===== config.mk =====
export PLATFORM = sky130hd
export DESIGN_NAME = hex_record_line_parser_top_flat
export DESIGN_NICKNAME = d
export VERILOG_FILES = /design/src/rtl/hrlp_pkg.sv /design/src/rtl/hrlp_if.sv /design/src/rtl/hrlp_char_class.sv /design/src/rtl/hex_record_line_parser_top.sv /design/src/flat_wrapper.sv
export SDC_FILE = /design/constraint.sdc
export NUM_CORES = 1
export LEC_CHECK = 0
export ABC_CLOCK_PERIOD_IN_PS = 13000
export BUFFER_PORTS_ARGS = -buffer_cell sky130_fd_sc_hd__buf_2
export CORE_MARGIN = 2
export CORE_UTILIZATION = 50
export DETAILED_ROUTE_END_ITERATION = 7
export GPL_TIMING_DRIVEN = 0
export PLACE_DENSITY = 0.7
export SKIP_LAST_GASP = 1
export SYNTH_ARGS = -nofsm -noshare
export SYNTH_HDL_FRONTEND = slang
export SYNTH_SLANG_ARGS = --single-unit
export TNS_END_PERCENT = 50

===== constraint.sdc =====
create_clock -name i_clk -period 13 [get_ports i_clk]
set_input_delay 0.65 -clock i_clk [delete_from_list [all_inputs] [get_ports i_clk]]
set_output_delay 0.65 -clock i_clk [all_outputs]
set_load 0.01 [all_outputs]

===== src/rtl/hrlp_pkg.sv =====
package hrlp_pkg;

    // Width of the saturating good and bad line counters.
    localparam int COUNT_BITS = 16;
    // Width of the count fields in a result transfer.
    localparam int CountFieldW = 16;

    localparam logic [6:0] RecordLen  = 7'd86;
    localparam logic [6:0] RegFirst   = 7'd69;
    localparam logic [6:0] RegLast    = 7'd75;
    localparam logic [6:0] IdLast     = 7'd5;
    localparam logic [6:0] DecodedMax = 7'd127;

    localparam logic [7:0] CharLf = 8'h0A;
    localparam logic [7:0] CharCr = 8'h0D;

    typedef enum logic {
        InChar = 1'b0,
        InEnd  = 1'b1
    } t_in_kind;

    typedef enum logic {
        ResByte    = 1'b0,
        ResVerdict = 1'b1
    } t_res_kind;

    typedef enum logic [2:0] {
        FldId       = 3'd0,
        FldOwner    = 3'd1,
        FldAirfield = 3'd2,
        FldType     = 3'd3,
        FldReg      = 3'd4,
        FldCallsign = 3'd5,
        FldFreq     = 3'd6,
        FldGap      = 3'd7
    } t_field;

    // What the line parser needs to know about one character.
    typedef struct packed {
        logic       eol;
        logic       hex_ok;
        logic [3:0] nibble;
    } t_char_info;

    function automatic logic is_space(input logic [7:0] c);
        return (c == 8'h20) || ((c >= 8'h09) && (c <= 8'h0D)) ||
               (c == 8'h85) || (c == 8'hA0);
    endfunction

    function automatic t_field field_of(input logic [6:0] p);
        t_field f;
        if (p <= 7'd5)       f = FldId;
        else if (p <= 7'd26) f = FldOwner;
        else if (p <= 7'd47) f = FldAirfield;
        else if (p <= 7'd67) f = FldType;
        else if (p == 7'd68) f = FldGap;
        else if (p <= 7'd75) f = FldReg;
        else if (p <= 7'd78) f = FldCallsign;
        else if (p <= 7'd85) f = FldFreq;
        else                 f = FldGap;
        return f;
    endfunction

endpackage


===== src/rtl/hrlp_if.sv =====
interface hrlp_in_if;
    import hrlp_pkg::*;

    logic       valid;
    logic       ready;
    logic       kind;
    logic [7:0] char_code;

    modport source (output valid, output kind, output char_code, input ready);
    modport sink   (input valid, input kind, input char_code, output ready);
endinterface

interface hrlp_out_if;
    import hrlp_pkg::*;

    logic                   valid;
    logic                   ready;
    logic                   result_kind;
    logic [7:0]             byte_value;
    logic [6:0]             byte_position;
    logic [2:0]             field_index;
    logic                   line_good;
    logic [CountFieldW-1:0] good_count;
    logic [CountFieldW-1:0] bad_count;

    modport source (
        output valid, output result_kind, output byte_value, output byte_position,
        output field_index, output line_good, output good_count, output bad_count,
        input ready
    );
    modport sink (
        input valid, input result_kind, input byte_value, input byte_position,
        input field_index, input line_good, input good_count, input bad_count,
        output ready
    );
endinterface


===== src/rtl/hrlp_char_class.sv =====
module hrlp_char_class (
    input  logic [7:0]          i_char,
    output hrlp_pkg::t_char_info o_info
);
    import hrlp_pkg::*;

    always_comb begin
        o_info.eol    = (i_char == CharLf) || (i_char == CharCr);
        o_info.hex_ok = 1'b0;
        o_info.nibble = 4'd0;
        if ((i_char >= 8'h30) && (i_char <= 8'h39)) begin
            o_info.hex_ok = 1'b1;
            o_info.nibble = i_char[3:0];
        end else if (((i_char >= 8'h41) && (i_char <= 8'h46)) ||
                     ((i_char >= 8'h61) && (i_char <= 8'h66))) begin
            // Letters A-F and a-f share the low bits 1..6.
            o_info.hex_ok = 1'b1;
            o_info.nibble = i_char[3:0] + 4'd9;
        end
    end

endmodule


===== src/rtl/hex_record_line_parser_top.sv =====
// Hex record line parser. Text arrives one Latin-1 character per input transfer
// (kind 0), and kind 1 marks the end of data: the open line gets its verdict and
// all state, counters included, returns to the reset state. CR and LF end lines,
// empty lines are skipped and the first nonempty line is a header that yields
// nothing. On other lines each pair of hex digits gives one decoded byte transfer
// with its position and field, and each line end gives a verdict transfer with
// the saturating good and bad line counts. The block takes one input transfer in
// every cycle while ready is high; a result passes through the input register
// and then the result register, around the combinational line update. Ready
// falls only while the result register holds an untaken result and the input
// register holds an item waiting behind it.
module hex_record_line_parser_top (
    input  logic       i_clk,
    input  logic       i_rst_n,
    hrlp_in_if.sink    i_in,
    hrlp_out_if.source o_out
);
    import hrlp_pkg::*;

    localparam logic [COUNT_BITS-1:0] CountMax = {COUNT_BITS{1'b1}};

    // Input register.
    logic       r_in_valid;
    logic       r_in_kind;
    logic [7:0] r_in_char;

    // Line state.
    logic                  r_header_pending, n_header_pending;
    logic                  r_line_open,      n_line_open;
    logic                  r_pair_half,      n_pair_half;
    logic [4:0]            r_first_nibble,   n_first_nibble;
    logic [6:0]            r_decoded_count,  n_decoded_count;
    logic [1:0]            r_id_ends_ok,     n_id_ends_ok;
    logic                  r_reg_seen,       n_reg_seen;
    logic [COUNT_BITS-1:0] r_good_total,     n_good_total;
    logic [COUNT_BITS-1:0] r_bad_total,      n_bad_total;

    // Result register.
    logic                  r_out_valid,    n_out_valid;
    t_res_kind             r_out_kind,     n_out_kind;
    logic [7:0]            r_out_byte,     n_out_byte;
    logic [6:0]            r_out_pos,      n_out_pos;
    t_field                r_out_field,    n_out_field;
    logic                  r_out_good,     n_out_good;
    logic [COUNT_BITS-1:0] r_out_good_cnt, n_out_good_cnt;
    logic [COUNT_BITS-1:0] r_out_bad_cnt,  n_out_bad_cnt;

    t_char_info char_info;
    logic       advance;
    logic       emit;
    logic       line_good;
    logic [7:0] dec_byte;

    hrlp_char_class u_char_class (
        .i_char (r_in_char),
        .o_info (char_info)
    );

    // The stored item moves on whenever the result register is free or being taken.
    assign advance    = !r_out_valid || o_out.ready;
    assign i_in.ready = !r_in_valid || advance;

    assign line_good = (r_decoded_count == RecordLen) && (r_id_ends_ok == 2'b11) &&
                       r_reg_seen;
    assign dec_byte  = {r_first_nibble[3:0], char_info.nibble};

    always_comb begin
        n_header_pending = r_header_pending;
        n_line_open      = r_line_open;
        n_pair_half      = r_pair_half;
        n_first_nibble   = r_first_nibble;
        n_decoded_count  = r_decoded_count;
        n_id_ends_ok     = r_id_ends_ok;
        n_reg_seen       = r_reg_seen;
        n_good_total     = r_good_total;
        n_bad_total      = r_bad_total;

        emit           = 1'b0;
        n_out_kind     = r_out_kind;
        n_out_byte     = r_out_byte;
        n_out_pos      = r_out_pos;
        n_out_field    = r_out_field;
        n_out_good     = r_out_good;
        n_out_good_cnt = r_out_good_cnt;
        n_out_bad_cnt  = r_out_bad_cnt;

        if (r_in_valid && advance) begin
            if ((r_in_kind == InEnd) || char_info.eol) begin
                // A line end closes the open line: the header just passes, any
                // other line gets a verdict carrying the updated counts.
                if (r_line_open && r_header_pending) begin
                    n_header_pending = 1'b0;
                end else if (r_line_open) begin
                    emit = 1'b1;
                    if (line_good) begin
                        if (r_good_total != CountMax) begin
                            n_good_total = r_good_total + 1'b1;
                        end
                    end else if (r_bad_total != CountMax) begin
                        n_bad_total = r_bad_total + 1'b1;
                    end
                    n_out_kind     = ResVerdict;
                    n_out_byte     = 8'd0;
                    n_out_pos      = 7'd0;
                    n_out_field    = FldId;
                    n_out_good     = line_good;
                    n_out_good_cnt = n_good_total;
                    n_out_bad_cnt  = n_bad_total;
                end
                n_line_open     = 1'b0;
                n_pair_half     = 1'b0;
                n_first_nibble  = 5'd0;
                n_decoded_count = 7'd0;
                n_id_ends_ok    = 2'b00;
                n_reg_seen      = 1'b0;
                // End of data also starts over with a fresh header and counts.
                if (r_in_kind == InEnd) begin
                    n_header_pending = 1'b1;
                    n_good_total     = '0;
                    n_bad_total      = '0;
                end
            end else begin
                n_line_open = 1'b1;
                if (!r_header_pending) begin
                    if (!r_pair_half) begin
                        n_first_nibble = {char_info.hex_ok, char_info.nibble};
                        n_pair_half    = 1'b1;
                    end else begin
                        n_pair_half    = 1'b0;
                        n_first_nibble = 5'd0;
                        if (r_first_nibble[4] && char_info.hex_ok) begin
                            emit = 1'b1;
                            if (r_decoded_count != DecodedMax) begin
                                n_decoded_count = r_decoded_count + 7'd1;
                            end
                            if ((r_decoded_count == 7'd0) && !is_space(dec_byte)) begin
                                n_id_ends_ok[0] = 1'b1;
                            end
                            if ((r_decoded_count == IdLast) && !is_space(dec_byte)) begin
                                n_id_ends_ok[1] = 1'b1;
                            end
                            if ((r_decoded_count >= RegFirst) &&
                                (r_decoded_count <= RegLast) && !is_space(dec_byte)) begin
                                n_reg_seen = 1'b1;
                            end
                            n_out_kind     = ResByte;
                            n_out_byte     = dec_byte;
                            n_out_pos      = r_decoded_count;
                            n_out_field    = field_of(r_decoded_count);
                            n_out_good     = 1'b0;
                            n_out_good_cnt = r_good_total;
                            n_out_bad_cnt  = r_bad_total;
                        end
                    end
                end
            end
        end

        if (advance) begin
            n_out_valid = r_in_valid && emit;
        end else begin
            n_out_valid = r_out_valid;
        end
    end

    always_ff @(posedge i_clk) begin
        if (!i_rst_n) begin
            r_in_valid       <= 1'b0;
            r_header_pending <= 1'b1;
            r_line_open      <= 1'b0;
            r_pair_half      <= 1'b0;
            r_first_nibble   <= 5'd0;
            r_decoded_count  <= 7'd0;
            r_id_ends_ok     <= 2'b00;
            r_reg_seen       <= 1'b0;
            r_good_total     <= '0;
            r_bad_total      <= '0;
            r_out_valid      <= 1'b0;
        end else begin
            if (i_in.ready) begin
                r_in_valid <= i_in.valid;
            end
            r_header_pending <= n_header_pending;
            r_line_open      <= n_line_open;
            r_pair_half      <= n_pair_half;
            r_first_nibble   <= n_first_nibble;
            r_decoded_count  <= n_decoded_count;
            r_id_ends_ok     <= n_id_ends_ok;
            r_reg_seen       <= n_reg_seen;
            r_good_total     <= n_good_total;
            r_bad_total      <= n_bad_total;
            r_out_valid      <= n_out_valid;
        end
    end

    // Payload registers carry no reset.
    always_ff @(posedge i_clk) begin
        if (i_in.ready) begin
            r_in_kind <= i_in.kind;
            r_in_char <= i_in.char_code;
        end
        r_out_kind     <= n_out_kind;
        r_out_byte     <= n_out_byte;
        r_out_pos      <= n_out_pos;
        r_out_field    <= n_out_field;
        r_out_good     <= n_out_good;
        r_out_good_cnt <= n_out_good_cnt;
        r_out_bad_cnt  <= n_out_bad_cnt;
    end

    assign o_out.valid         = r_out_valid;
    assign o_out.result_kind   = r_out_kind;
    assign o_out.byte_value    = r_out_byte;
    assign o_out.byte_position = r_out_pos;
    assign o_out.field_index   = r_out_field;
    assign o_out.line_good     = r_out_good;
    assign o_out.good_count    = CountFieldW'(r_out_good_cnt);
    assign o_out.bad_count     = CountFieldW'(r_out_bad_cnt);

endmodule

===== src/flat_wrapper.sv =====
// flat-port wrapper written by rule: the top's interface ports become plain ports
module hex_record_line_parser_top_flat import hrlp_pkg::*;
  (i_clk, i_rst_n, i_in_valid, i_in_kind, i_in_char_code, i_in_ready, o_out_valid, o_out_result_kind, o_out_byte_value, o_out_byte_position, o_out_field_index, o_out_line_good, o_out_good_count, o_out_bad_count, o_out_ready);
  hrlp_in_if i_in_i ();
  hrlp_out_if o_out_i ();
  input  logic i_clk;
  input  logic i_rst_n;
  input wire logic [$bits(i_in_i.valid)-1:0] i_in_valid;
  input wire logic [$bits(i_in_i.kind)-1:0] i_in_kind;
  input wire logic [$bits(i_in_i.char_code)-1:0] i_in_char_code;
  output wire logic [$bits(i_in_i.ready)-1:0] i_in_ready;
  output wire logic [$bits(o_out_i.valid)-1:0] o_out_valid;
  output wire logic [$bits(o_out_i.result_kind)-1:0] o_out_result_kind;
  output wire logic [$bits(o_out_i.byte_value)-1:0] o_out_byte_value;
  output wire logic [$bits(o_out_i.byte_position)-1:0] o_out_byte_position;
  output wire logic [$bits(o_out_i.field_index)-1:0] o_out_field_index;
  output wire logic [$bits(o_out_i.line_good)-1:0] o_out_line_good;
  output wire logic [$bits(o_out_i.good_count)-1:0] o_out_good_count;
  output wire logic [$bits(o_out_i.bad_count)-1:0] o_out_bad_count;
  input wire logic [$bits(o_out_i.ready)-1:0] o_out_ready;
  assign i_in_i.valid = i_in_valid;
  assign i_in_i.kind = i_in_kind;
  assign i_in_i.char_code = i_in_char_code;
  assign i_in_ready = i_in_i.ready;
  assign o_out_valid = o_out_i.valid;
  assign o_out_result_kind = o_out_i.result_kind;
  assign o_out_byte_value = o_out_i.byte_value;
  assign o_out_byte_position = o_out_i.byte_position;
  assign o_out_field_index = o_out_i.field_index;
  assign o_out_line_good = o_out_i.line_good;
  assign o_out_good_count = o_out_i.good_count;
  assign o_out_bad_count = o_out_i.bad_count;
  assign o_out_i.ready = o_out_ready;
  hex_record_line_parser_top u_core (.i_clk(i_clk), .i_rst_n(i_rst_n), .i_in(i_in_i), .o_out(o_out_i));
endmodule

==> flow_metrics.tcl <==
set metrics [dict create \
    root_buffer "sky130_fd_sc_hd__clkbuf_16" \
    synth-async-reset-ratio_pct 0 \
    critical_path.reg2reg.startpoint "u_core.r_in_char[3]" \
    nNetsFinal 705 \
    worst-endpoint-required_ps 13100 \
    topRoutingLayerUsed "met4" \
    crit_path_start_kind "register" \
    syn-num-nets 618 \
    power.switching_uw 173 \
    detail_route.first_pass.iterations 5 \
    total_leakage_power_uw 0.00259 \
    drt_drc_violations_left 0 \
    yosys-top-cells-area "sky130_fd_sc_hd__edfxtp_1, sky130_fd_sc_hd__dfxtp_1, sky130_fd_sc_hd__nand2_1" \
    fillerInstances 968 \
    gr-total-overflow 0 \
    place_ws_ps 9410 \
    maxSlewHeadroom_pct 23.3 \
    grt_max_degree 22 \
    stdcell_area_sq_mm 0.00685 \
    max-vdd-ir-drop_uv 81.0 \
    postCtsSetupBuffers 0 \
    post_route_cells_drive_above_1_share_pct 16.5 \
    cts_buffer_depth 2 \
    maxSlewViolCount 0 \
    synth.most_common_cell "sky130_fd_sc_hd__edfxtp_1" \
    met3_length_mm 1.03 \
    post_drt_wl_per_cell_microns 17.0 \
    vias_in_the_first_global_route 4649 \
    buffer_ports.inserted 66 \
    synth.yosys.seq_area_share_pct 50.0 \
    timing.setup.tns_ps 0 \
    reg2reg_slack_ps 9390 \
    finalCritPeriodShare_pct 27.7 \
    fp.coreArea_sq_mm 0.0113 \
    share_clk_of_total_power_pct 51.9 \
    clock_insertion_delay_worst_skew_ps 410 \
    numPlacedInstances 806 \
    effective_utilization_at_floorplan_pct 50.7 \
    unrepaired_setup_endpoints_after_global_routing "no" \
    post_layout_nonfiller_instances 838 \
    cp-end-kind "register" \
    switching_share_pct 20.7 \
    power_frac_comb_pct 2.9 \
    regToRegEndpoint "u_core.o_out.bad_count[10]" \
    floorplan.die_area_sq_mm 0.0124 \
    area.growth.synth_to_final_pct 19.3 \
    number_of_enable_flip_flop_cells_after_synthesis 61 \
    outcome "completed" \
    r2r_cells 7 \
    worst_clock_skew_ps 12.0 \
    internal_power_uw 663 \
    synth_top_area_share_pct 31.9 \
    num_vias 5037 \
    grt_pass1_wl_mm 22.8 \
    top_reg_cell_synth "sky130_fd_sc_hd__edfxtp_1" \
    drv.max_cap_violation_count 0 \
    routabilityCongestion 0.948 \
    syn_avg_cell_area_sq_um 9.65 \
    worstPathMaxFanout 20 \
    antenna_cells 0 \
    die_w_microns 111 \
    timing_worst_slew_pin_value_ps 1140 \
    clock_tree_from_tritoncts "built" \
    power-per-cell-area_mw_per_mm2 122 \
    post_synth_instance_area_sq_mm 0.00574 \
    finalSetupViolations 0 \
    crit_arrival_ps 3710 \
    placed_area_sq_mm 0.00629 \
    cts.hold.buffers_added 0 \
    grt_antenna_before_repair 0 \
    routedLengthMet1_mm 6.04 \
    post_cts_resized 0 \
    setup_slack_ps 9390 \
    avgViaCountPerCell 6.01 \
    timing.hold.worst_endpoint "u_core.r_in_char[0]" \
    finalHoldViolations 0 \
    synthDominantAreaCellType "sky130_fd_sc_hd__edfxtp_1" \
    clock_sink_count 113 \
    detail_route.iter0.violations 322 \
    fin_crit_ps 3610 \
    met2RoutedLength_mm 6.86 \
    seq_power_share_pct 45.2 \
    ant_nets 0 \
    io-pin-count 67 \
    detail_route.wirelength_mm 14.2 \
    hp-class "in2reg" \
    detailed_place_hpwl_mm 9.81 \
    placementRows 39 \
    ys_ff_latch 113 \
    yosys-top-cells-count "sky130_fd_sc_hd__edfxtp_1, sky130_fd_sc_hd__nand2_1, sky130_fd_sc_hd__dfxtp_1" \
    cts-buffers-inserted 17 \
    netlist_instances 595 \
    ys_warn_count 0 \
    fmaxAchievable_mhz 277 \
    grt_util_all_layers_pct 23.1 \
    cts_htree_levels 4 \
    count_of_distinct_cell_types_in_the_synthesized_netlist 67 \
    height_of_the_die_microns 111 \
    min-delay-start "i_in_char_code[0]" \
    worst_hold_path.num_cells 1 \
    worst-setup-path-type "reg2reg" \
    clk_pin_slew_worst_paths_ps 50 \
]
-- how the worst max path moves through the flow --
stage	cells after the start	end	from	slack, ps
floorplan	6	u_core.o_out.bad_count[0]	u_core.r_in_char[3]	6670
global placement	6	u_core.o_out.bad_count[12]	u_core.r_in_char[3]	4650
detailed placement	7	u_core.o_out.bad_count[3]	u_core.r_in_char[3]	9410
CTS	7	u_core.o_out.bad_count[10]	u_core.r_in_char[3]	9380
global route	7	u_core.o_out.bad_count[10]	u_core.r_in_char[3]	9180
finish	7	u_core.o_out.bad_count[10]	u_core.r_in_char[3]	9390
-- critical path: stages, from the launching register on --
cell                       delay [ps]
sky130_fd_sc_hd__edfxtp_1         490
sky130_fd_sc_hd__or4b_2           710
sky130_fd_sc_hd__nor3_1           380
sky130_fd_sc_hd__or2_2            180
sky130_fd_sc_hd__clkbuf_1         250
sky130_fd_sc_hd__nand4_1          190
sky130_fd_sc_hd__a211oi_4         800
sky130_fd_sc_hd__buf_8            280
-- sequential cells by signal, summed over array words and instances, names as in the netlist, 3 cells and up --
signal / flops
u_core.r_bad_total: 16
u_core.r_first_nibble: 5
u_core.o_out.good_count: 16
u_core.r_decoded_count: 7
u_core.o_out.byte_value: 8
u_core.o_out.bad_count: 16
u_core.r_in_char: 8
u_core.r_good_total: 16
u_core.o_out.field_index: 3
u_core.o_out.byte_position: 7
-- placed cells by master (no fill, tap or decap), types with 4 or more instances in the layout --
cell,Yosys,final
sky130_fd_sc_hd__nor2b_1,5,5
sky130_fd_sc_hd__and3_1,11,11
sky130_fd_sc_hd__a211oi_1,8,7
sky130_fd_sc_hd__dfxtp_1,52,52
sky130_fd_sc_hd__nand4_1,16,16
sky130_fd_sc_hd__o22ai_1,6,6
sky130_fd_sc_hd__clkbuf_16,0,17
sky130_fd_sc_hd__nand2_1,56,56
sky130_fd_sc_hd__nand3_1,18,18
sky130_fd_sc_hd__nand2b_1,11,11
sky130_fd_sc_hd__a311oi_1,5,5
sky130_fd_sc_hd__or3_1,10,10
sky130_fd_sc_hd__o21ai_0,34,34
sky130_fd_sc_hd__ha_1,10,10
sky130_fd_sc_hd__o41ai_1,4,4
sky130_fd_sc_hd__nor2_1,47,47
sky130_fd_sc_hd__clkbuf_1,25,29
sky130_fd_sc_hd__clkbuf_8,0,4
sky130_fd_sc_hd__nor3_1,14,14
sky130_fd_sc_hd__a31oi_1,14,14
sky130_fd_sc_hd__and2_1,11,11
sky130_fd_sc_hd__buf_2,6,72
sky130_fd_sc_hd__nor4_1,11,11
sky130_fd_sc_hd__o211a_1,4,4
sky130_fd_sc_hd__xnor2_1,16,16
sky130_fd_sc_hd__inv_1,16,16
sky130_fd_sc_hd__nor4b_1,5,5
sky130_fd_sc_hd__edfxtp_1,61,61
sky130_fd_sc_hd__clkinv_2,0,5
sky130_fd_sc_hd__o31ai_1,6,6
sky130_fd_sc_hd__a21oi_1,36,36
sky130_fd_sc_hd__and4_1,4,4
sky130_fd_sc_hd__a22o_1,4,4
sky130_fd_sc_hd__mux2_2,5,5
sky130_fd_sc_hd__xor2_1,10,10
-- stage by stage --
stage	util (%)	hold WS, ps	power, uW
2_1_floorplan	-	450	398
3_3_place_gp	55.2	458	407
3_5_place_dp	55.6	469	408
4_1_cts	60.5	401	839
5_1_grt	60.5	404	859
6_report	60.5	414	835
-- cell type report --
cell class | instances | area (sq um) | area share (%)
inverter | 17 | 63.8 | 0.932
clock buffer | 25 | 495 | 7.24
clock inverter | 7 | 58.8 | 0.859
sequential | 113 | 2870 | 42.0
tap | 143 | 179 | 2.61
buffer | 35 | 140 | 2.05
timing repair buffer | 68 | 360 | 5.26
multi-input combinational | 430 | 2680 | 39.1
-- per-layer routing --
metal,track usage [%],vias to the layer above
li1,-,2397
met1,29.9,2401
met2,38.1,215
met3,5.25,24
met4,8.81,0
met5,0,-
-- power groups by stage --
stage | Combinational, uW | Sequential [uW] | Clock, uW
floorplan | 14.4 | 384 | 0
global placement | 22.6 | 384 | 0
detailed placement | 23.3 | 384 | 0
CTS | 23.5 | 377 | 438
global route | 25.9 | 377 | 456
finish | 24.0 | 377 | 434
-- logic make-up (layout without fill, tap and decap cells) --
| group | count (synthesis) | count (layout) | synth area share, % |
|---|---|---|---|
| AOI/OAI and AO/OA | 150 | 150 | 17.3 |
| xor gates and xnor gates | 26 | 26 | 3.97 |
| adders and majority gates | 10 | 10 | 2.18 |
| buffers and inverters | 52 | 152 | 3.55 |
| DFF | 113 | 113 | 50.0 |
| muxes | 7 | 7 | 1.33 |
| and+or+nand+nor | 237 | 237 | 21.7 |
(Power assumes the default switching activity.)
